File: config.mk
export PLATFORM = sky130hd
export DESIGN_NAME = side_contact_point_sampler
export DESIGN_NICKNAME = d
export VERILOG_FILES = /design/src/design/scps_pkg.sv /design/src/design/side_contact_point_sampler.sv
export SDC_FILE = /design/constraint.sdc
export NUM_CORES = 2
export LEC_CHECK = 0
export BUFFER_PORTS_ARGS = -buffer_cell sky130_fd_sc_hd__buf_2
export CAP_MARGIN = 20
export CORE_MARGIN = 3
export CORE_UTILIZATION = 58
export DETAILED_ROUTE_END_ITERATION = 16
export GPL_TIMING_DRIVEN = 0
export HOLD_SLACK_MARGIN = 0.12
export PLACE_DENSITY_LB_ADDON = 0.08
export SLEW_MARGIN = 20
export SYNTH_ARGS = -nofsm -noshare
export SYNTH_HDL_FRONTEND = slang
export SYNTH_SLANG_ARGS = --single-unit
File: constraint.sdc
create_clock -name clk -period 3.4 [get_ports clk]
set_input_delay 0.51 -clock clk [delete_from_list [all_inputs] [get_ports clk]]
set_output_delay 0.51 -clock clk [all_outputs]
set_load 0.1 [all_outputs]
File: src/design/scps_pkg.sv
// Shared types, constants and helpers for the side contact point sampler.
package scps_pkg;

	// Ten distinct probe offsets exist along each axis; sides reuse them.
	localparam int unsigned NUM_OFFS = 10;
	localparam int unsigned CNT_W    = 4;
	localparam int unsigned THR_W    = 4;

	localparam logic [THR_W-1:0] THR_RESET = 4'd2;

	// Offset indexes along one axis (E = half extent, q = quarter, s = step).
	localparam int unsigned OFS_NEG_E_NEG_S = 0;
	localparam int unsigned OFS_NEG_S       = 1;
	localparam int unsigned OFS_POS_S       = 2;
	localparam int unsigned OFS_NEG_Q_NEG_S = 3;
	localparam int unsigned OFS_NEG_Q_POS_S = 4;
	localparam int unsigned OFS_POS_Q_NEG_S = 5;
	localparam int unsigned OFS_POS_Q_POS_S = 6;
	localparam int unsigned OFS_NEG_E_POS_S = 7;
	localparam int unsigned OFS_POS_E_NEG_S = 8;
	localparam int unsigned OFS_POS_E_POS_S = 9;

	typedef logic [NUM_OFFS-1:0] offs_mask_t;
	typedef logic [CNT_W-1:0]    hit_cnt_t;

	// Number of set bits in a ten-bit mask.
	function automatic hit_cnt_t count_hits(input offs_mask_t m);
		hit_cnt_t c;
		c = '0;
		for (int i = 0; i < NUM_OFFS; i++) begin
			c = c + hit_cnt_t'(m[i]);
		end
		return c;
	endfunction

endpackage

File: src/design/side_contact_point_sampler.sv
// Top level of the side contact point sampler pipeline.
//
// Usage: drive the object (pos_x, pos_y, half_w, half_h, step) and one
// rectangle (rect_x, rect_y, rect_w, rect_h) and pulse start. An item is
// taken at every clock edge with start high; busy is never raised, so a new
// item may follow in every cycle.
// The block tests 36 probe points around the step-grown box against the
// rectangle and reports per side whether the hit count reaches the
// threshold. Each result appears on hit_up, hit_right, hit_down and
// hit_left for exactly one cycle, marked by done, once its item has passed
// every pipeline stage. Throughput is one item per cycle, set by the five-stage
// pipeline (base sums, probe coordinates, edge compares, hit counts,
// threshold compare) with no shared unit.
// The threshold is written through cfg_valid/cfg_data; cfg_ready is always
// high. Write it only while no item is in flight.
// Reset clears all valid bits and sets the threshold to two. The receiver
// cannot stall, so nothing is ever held back.
module side_contact_point_sampler import scps_pkg::*; #(
	parameter int unsigned COORD_WIDTH = 16
) (
	input  logic                          clk,
	input  logic                          arst_n,
	input  logic                          start,
	output logic                          busy,
	input  logic signed [COORD_WIDTH-1:0] pos_x,
	input  logic signed [COORD_WIDTH-1:0] pos_y,
	input  logic        [COORD_WIDTH-2:0] half_w,
	input  logic        [COORD_WIDTH-2:0] half_h,
	input  logic        [COORD_WIDTH-2:0] step,
	input  logic signed [COORD_WIDTH-1:0] rect_x,
	input  logic signed [COORD_WIDTH-1:0] rect_y,
	input  logic        [COORD_WIDTH-2:0] rect_w,
	input  logic        [COORD_WIDTH-2:0] rect_h,
	output logic                          done,
	output logic                          hit_up,
	output logic                          hit_right,
	output logic                          hit_down,
	output logic                          hit_left,
	input  logic                          cfg_valid,
	output logic                          cfg_ready,
	input  logic [THR_W-1:0]              cfg_data
);

	// Two guard bits hold every sum of a coordinate and two extents.
	localparam int unsigned XW = COORD_WIDTH + 2;

	typedef logic signed [XW-1:0] coord_t;

	logic [THR_W-1:0] thr_q;

	coord_t pxe, pye, hwe, hhe, qxe, qye, rxe, rye;

	// Stage 1: base sums per axis.
	logic   vld_s1;
	coord_t px_s1, px_m_h_s1, px_p_h_s1, px_m_q_s1, px_p_q_s1;
	coord_t py_s1, py_m_h_s1, py_p_h_s1, py_m_q_s1, py_p_q_s1;
	coord_t st_s1, rx_s1, rx_end_s1, ry_s1, ry_end_s1;

	// Stage 2: the ten probe coordinates per axis.
	logic   vld_s2;
	coord_t xc_s2 [NUM_OFFS];
	coord_t yc_s2 [NUM_OFFS];
	coord_t rx_s2, rx_end_s2, ry_s2, ry_end_s2;

	// Stage 3: which coordinates fall inside the rectangle's span.
	logic       vld_s3;
	offs_mask_t xin_s3, yin_s3;

	// Stage 4: hit counts along each axis plus the outer row and column flags.
	logic     vld_s4;
	hit_cnt_t xcnt_s4, ycnt_s4;
	logic     top_s4, bot_s4, lft_s4, rgt_s4;

	assign busy      = 1'b0;
	assign cfg_ready = 1'b1;

	always_ff @(posedge clk or negedge arst_n) begin
		if (!arst_n) begin
			thr_q <= THR_RESET;
		end else if (cfg_valid && cfg_ready) begin
			thr_q <= cfg_data;
		end
	end

	assign pxe = coord_t'(pos_x);
	assign pye = coord_t'(pos_y);
	assign rxe = coord_t'(rect_x);
	assign rye = coord_t'(rect_y);
	assign hwe = $signed({3'b000, half_w});
	assign hhe = $signed({3'b000, half_h});
	assign qxe = $signed({4'b0000, half_w[COORD_WIDTH-2:1]});
	assign qye = $signed({4'b0000, half_h[COORD_WIDTH-2:1]});

	always_ff @(posedge clk or negedge arst_n) begin
		if (!arst_n) begin
			vld_s1 <= 1'b0;
			vld_s2 <= 1'b0;
			vld_s3 <= 1'b0;
			vld_s4 <= 1'b0;
			done   <= 1'b0;
		end else begin
			vld_s1 <= start && !busy;
			vld_s2 <= vld_s1;
			vld_s3 <= vld_s2;
			vld_s4 <= vld_s3;
			done   <= vld_s4;
		end
	end

	always_ff @(posedge clk) begin
		px_s1     <= pxe;
		px_m_h_s1 <= pxe - hwe;
		px_p_h_s1 <= pxe + hwe;
		px_m_q_s1 <= pxe - qxe;
		px_p_q_s1 <= pxe + qxe;
		py_s1     <= pye;
		py_m_h_s1 <= pye - hhe;
		py_p_h_s1 <= pye + hhe;
		py_m_q_s1 <= pye - qye;
		py_p_q_s1 <= pye + qye;
		st_s1     <= $signed({3'b000, step});
		rx_s1     <= rxe;
		rx_end_s1 <= rxe + $signed({3'b000, rect_w});
		ry_s1     <= rye;
		ry_end_s1 <= rye + $signed({3'b000, rect_h});
	end

	always_ff @(posedge clk) begin
		xc_s2[OFS_NEG_E_NEG_S] <= px_m_h_s1 - st_s1;
		xc_s2[OFS_NEG_S]       <= px_s1 - st_s1;
		xc_s2[OFS_POS_S]       <= px_s1 + st_s1;
		xc_s2[OFS_NEG_Q_NEG_S] <= px_m_q_s1 - st_s1;
		xc_s2[OFS_NEG_Q_POS_S] <= px_m_q_s1 + st_s1;
		xc_s2[OFS_POS_Q_NEG_S] <= px_p_q_s1 - st_s1;
		xc_s2[OFS_POS_Q_POS_S] <= px_p_q_s1 + st_s1;
		xc_s2[OFS_NEG_E_POS_S] <= px_m_h_s1 + st_s1;
		xc_s2[OFS_POS_E_NEG_S] <= px_p_h_s1 - st_s1;
		xc_s2[OFS_POS_E_POS_S] <= px_p_h_s1 + st_s1;
		yc_s2[OFS_NEG_E_NEG_S] <= py_m_h_s1 - st_s1;
		yc_s2[OFS_NEG_S]       <= py_s1 - st_s1;
		yc_s2[OFS_POS_S]       <= py_s1 + st_s1;
		yc_s2[OFS_NEG_Q_NEG_S] <= py_m_q_s1 - st_s1;
		yc_s2[OFS_NEG_Q_POS_S] <= py_m_q_s1 + st_s1;
		yc_s2[OFS_POS_Q_NEG_S] <= py_p_q_s1 - st_s1;
		yc_s2[OFS_POS_Q_POS_S] <= py_p_q_s1 + st_s1;
		yc_s2[OFS_NEG_E_POS_S] <= py_m_h_s1 + st_s1;
		yc_s2[OFS_POS_E_NEG_S] <= py_p_h_s1 - st_s1;
		yc_s2[OFS_POS_E_POS_S] <= py_p_h_s1 + st_s1;
		rx_s2     <= rx_s1;
		rx_end_s2 <= rx_end_s1;
		ry_s2     <= ry_s1;
		ry_end_s2 <= ry_end_s1;
	end

	// Left and top edges are inside, right and bottom edges are not.
	always_ff @(posedge clk) begin
		for (int i = 0; i < NUM_OFFS; i++) begin
			xin_s3[i] <= (xc_s2[i] >= rx_s2) && (xc_s2[i] < rx_end_s2);
			yin_s3[i] <= (yc_s2[i] >= ry_s2) && (yc_s2[i] < ry_end_s2);
		end
	end

	// The top side uses every x offset on the topmost row, the bottom side on
	// the bottom row; the left and right sides use every y offset on the outer
	// columns. Corners are therefore counted by both sides that meet there.
	always_ff @(posedge clk) begin
		xcnt_s4 <= count_hits(xin_s3);
		ycnt_s4 <= count_hits(yin_s3);
		top_s4  <= yin_s3[OFS_NEG_E_NEG_S];
		bot_s4  <= yin_s3[OFS_POS_E_POS_S];
		lft_s4  <= xin_s3[OFS_NEG_E_NEG_S];
		rgt_s4  <= xin_s3[OFS_POS_E_POS_S];
	end

	// An empty row or column counts zero hits, which still meets a zero threshold.
	always_ff @(posedge clk) begin
		hit_up    <= (top_s4 ? xcnt_s4 : hit_cnt_t'(0)) >= thr_q;
		hit_right <= (rgt_s4 ? ycnt_s4 : hit_cnt_t'(0)) >= thr_q;
		hit_down  <= (bot_s4 ? xcnt_s4 : hit_cnt_t'(0)) >= thr_q;
		hit_left  <= (lft_s4 ? ycnt_s4 : hit_cnt_t'(0)) >= thr_q;
	end

endmodule
**Word level (Yosys, flattened, before mapping)**

Memories as Yosys holds them, arrays and structs flattened.
Index checks and enable logic that the tools add are counted.

- Memory bits (writable): 360
- Memory bits (read-only): 0
- Register bits after elaboration: 360
- Input port bits: 147
- Bits in latches: 0
- Output and inout port bits: 7
- Word-level logic and storage cells: 155
- Memories kept: 2

- Reductions and logical operators: 20
- $add $sub $neg: 48
- Multiplexer cells: 4
- Bitwise gates (word level): 0
- Order comparisons: 44
- Div/mod/pow operators: 0
- Eq/ne operators: 0
- $mul: 0
- Shift operators: 0

Memories:

| memory | words | width | rd ports | clocked after Yosys merged registers in | wr ports | line | text |
|---|---|---|---|---|---|---|---|
| xc_s2 | 10 | 18 | 10 | 0 | 10 | side_contact_point_sampler.sv:61 | `coord_t xc_s2 [NUM_OFFS];` |
| yc_s2 | 10 | 18 | 10 | 0 | 10 | side_contact_point_sampler.sv:62 | `coord_t yc_s2 [NUM_OFFS];` |

Operators by type and width:

| cell | number |
|---|---|
| $ge 18x16->1 | 20 |
| $lt 18x17->1 | 20 |
| $add 17x16->18 | 8 |
| $sub 17x16->18 | 8 |
| $add 16x16->17 | 6 |
| $sub 16x16->17 | 4 |
| $add 4x1->4 | 12 |
| $add 16x15->17 | 2 |
| $sub 16x15->17 | 2 |
| $logic_and 1x1->1 | 20 |
| $ge 4x4->1 | 4 |
| $mux 4 | 4 |
| $add 3x1->4 | 2 |
| $add 2x1->3 | 2 |
| $add 1x1->2 | 2 |

**Logic depth before layout (Yosys ltp)**

- Word-level depth: 9
- Gate-level depth with buffers: 10
- Depth with buffers taken out: 10

**Least setup slack after synthesis**

OpenSTA, ideal clock, no wires.

- Path kind: flip-flop to flip-flop
- Start point: reg st_s1[1]
- End point: mem xc_s2[7][16] in the netlist's numbering
- Path buffers: 0
- Setup slack: -0.238 ns
- Period minus slack after synthesis: 3.638 ns
- Required time: 3.277 ns
- Data arrival time: 3.515 ns
- Setup time: 0.123 ns
- Stages on the path, launching flop included: 10
- Cells stage by stage: dfxtp_1 inv_1 fa_1 o21ba_2 o21ai_1 a2111oi_2 o311ai_1 and3_1 o31ai_1 xnor2_1

RTL lines:

| what | line | text |
|---|---|---|
| start, declared | side_contact_point_sampler.sv:57 | `coord_t st_s1, rx_s1, rx_end_s1, ry_s1, ry_end_s1;` |
| start signal, assigned | side_contact_point_sampler.sv:121 | `st_s1 <= $signed({3'b000, step});` |
| end, declared | side_contact_point_sampler.sv:61 |  |

==> impl_metrics.json <==
{
  "die_area_um2": 91220,
  "ant_nets": 0,
  "max_slew_margin": 0.2939,
  "grt_overflow": 0,
  "avgViaCountPerCell": 6.045,
  "ys_types": 92,
  "stdcell_count": 7122,
  "grtUsageTotal": 0.3318,
  "row_count": 107,
  "synth_area_per_cell_um2": 9.166,
  "numCtsBuffers": 79,
  "synth.most_common_cell": "ha_1",
  "rsz0062_at_grt": "false",
  "synthToLayoutAreaGrowth_pct": 12.91,
  "cts-root-buf": "clkbuf_16",
  "clkSinkCount": 698,
  "cts_tree": "done",
  "vdd_drop_max_v": 0.0004918,
  "cp.required_ns": 3.92,
  "drtIter0Drc": 3907,
  "grt_max_degree": 29,
  "drt_pass1_iterations": 6,
  "min_path_type": "input pin to flip-flop",
  "syn_area_um2": 50830,
  "cp.arrival_ns": 3.85,
  "yosysSeqAreaShare": 0.2758,
  "status": "finished clean",
  "cp-end-kind": "flip-flop",
  "floorplan.initialDensity": 0.5904,
  "worstSkewPairLatency_ns": 0.65,
  "port_buffers": 151,
  "async_flop_share": 0.01289,
  "place_congestion": 0.9560,
  "grt_pass1_vias": 41260,
  "post-route-util": 0.6667,
  "wl_um": 155700,
  "place_area_um2": 53020,
  "die_y_um": 302.0,
  "slew_viol_final": 0,
  "ys_ff_latch": 698,
  "synth_top_area_frac": 0.2806,
  "start_kind": "flip-flop",
  "dp_hpwl_um": 119900,
  "dp.cells": 6840,
  "maxCapViolCount": 0,
  "nets": 7244,
  "grt_first_pass_wirelength_um": 230200,
  "die_w_um": 302.0,
  "fin_crit_sh": 0.9811,
  "yosysTopAreaCell": "ha_1",
  "p_leak_nw": 26.99,
  "htreeDepth": 3,
  "top_level_ports": 154,
  "hold_viol_final": 0,
  "design_area_um2": 57390,
  "synth_flop_cell": "dfxtp_1",
  "synth_edf_count": 0,
  "drc": 0,
  "timing.final.crit_period_ns": 3.336,
  "via_count": 43060,
  "drive_gt1_frac": 0.07547,
  "critical_path_class": "flip-flop to flip-flop",
  "tightest_slew_ns": 1.052,
  "fmax_ghz": 0.2998,
  "cp_max_fo": 11,
  "setup_viol": 0,
  "yosysWarningCount": 0,
  "power_density_nw_per_um2": 706.6,
  "synthTopCellsByArea": "ha_1 (28%), dfxtp_1 (27%), xnor2_1 (5.1%), a21oi_1 (4.8%), a21o_1 (3.1%)",
  "clk_pin_slew_worst_paths_ns": 0.06,
  "post_drt_wl_per_cell_um": 21.86,
  "syn_inst": 5545,
  "synth_nets": 6874,
  "skew_ns": 0.02617,
  "clock_path_buffers": 3,
  "antenna_found_initial": 4,
  "core_um2": 86080,
  "netlist_top_cells_count": "ha_1 (1140), dfxtp_1 (689), a21oi_1 (488)"
}
[repair_timing]
action | 4_1_cts | 5_1_grt
hold buffers | 91 | 0
endpoints found under the hold margin | 97 | 0
setup endpoints to repair | 253 | 46
buffers inserted | 43 | 4
pin swaps | 0 | 1
resized for setup | 34 | 13
[state kept, by name, indices dropped and copies added (netlist names), 17 cells and up]
register / cells
px_p_h_s1: 17
px_p_q_s1: 17
py_m_h_s1: 17
py_p_q_s1: 17
rx_end_s1: 17
rx_end_s2: 17
ry_end_s1: 17
ry_end_s2: 17
xc_s2: 171
yc_s2: 171
[cells in the final DEF, fill, tap and decap left out, types with 121 or more instances in the layout]
cell / netlist / routed
inv_1: 396 / 380
nor2_1: 398 / 398
a21oi_1: 488 / 488
ha_1: 1140 / 1140
o21ai_0: 222 / 222
nor2b_1: 121 / 121
nand2_1: 135 / 135
dfxtp_1: 689 / 674
xnor2_1: 294 / 294
buf_2: 17 / 168
a21o_1: 207 / 207
[per-stage QoR]
step,power [W],worst slack (ns),TNS (ns),hold slack (ns)
final,0.04055,0.06419,0,0.1634
after global routing,0.04345,0.0006368,0,0.1521
after CTS,0.04031,0.01003,0,0.1359
after detailed placement,0.03043,-1.216,-146.30,0.3128
after global placement,0.02981,-1.162,-135.37,0.3109
after floorplan,0.02505,0.3462,0,0.2144
[metal layers]
metal | GRT usage | vias to the layer above | wire length, um
met5 | 0 | - | 13
met4 | 0.1079 | 2 | 5397
met3 | 0.05943 | 268 | 15530
met2 | 0.5041 | 1715 | 63680
met1 | 0.4756 | 20310 | 71060
li1 | - | 20760 | -
[worst max-delay path, cell delays in order (launching register included)]
cell and delay, ns:
dfxtp_4 0.59, clkinvlp_4 0.18, buf_4 0.21, ha_1 0.28
clkbuf_1 0.21, a221o_1 0.42, a311oi_1 0.49, o211ai_1 0.27
a21oi_1 0.26, o21ai_1 0.11, xnor2_1 0.15
[final cells by class]
class / instances / area, um^2
Sequential cell: 698 / 14070
Tap cell: 1144 / 1431
Clock inverter: 36 / 653.1
Antenna cell: 2 / 5.005
Buffer: 115 / 469.2
Multi-Input combinational cell: 4330 / 34900
Inverter: 402 / 1562
Fill cell: 7086 / 28690
Clock buffer: 106 / 2263
Timing Repair Buffer: 289 / 2044
[cells by family after synthesis]
group,synth area share
XOR/XNOR,0.06617
AO/OA/AOI/OAI,0.1916
adder cells (fa/ha/maj),0.2972
flip-flops,0.2758
AND/OR/NAND/NOR,0.1266
other,0.0001478
buffers and inverters,0.03892
multiplexers,0.003594
[final timing paths]
path                                 to         start  cells past startpoint  slack [ns]
min in group asynchronous      thr_q[2]        arst_n                      2        0.26
max                        yc_s2[9][16]      st_s1[3]                     10        0.06
max reg2reg                yc_s2[9][16]      st_s1[3]                     10        0.06
max in group asynchronous      thr_q[1]        arst_n                      2        2.90
min reg2reg                rx_end_s2[4]  rx_end_s1[4]                      0        0.32
min                        rx_end_s1[1]     rect_w[1]                      2        0.16
[where the power goes]
part	total (W)	switching, W	internal, W
sequential	0.0130	0.00228	0.0107
clock	0.00960	0.00362	0.00598
combinational	0.0180	0.0101	0.00786
total	0.0406	0.0160	0.0245
Power figures use the tool's default switching activity.
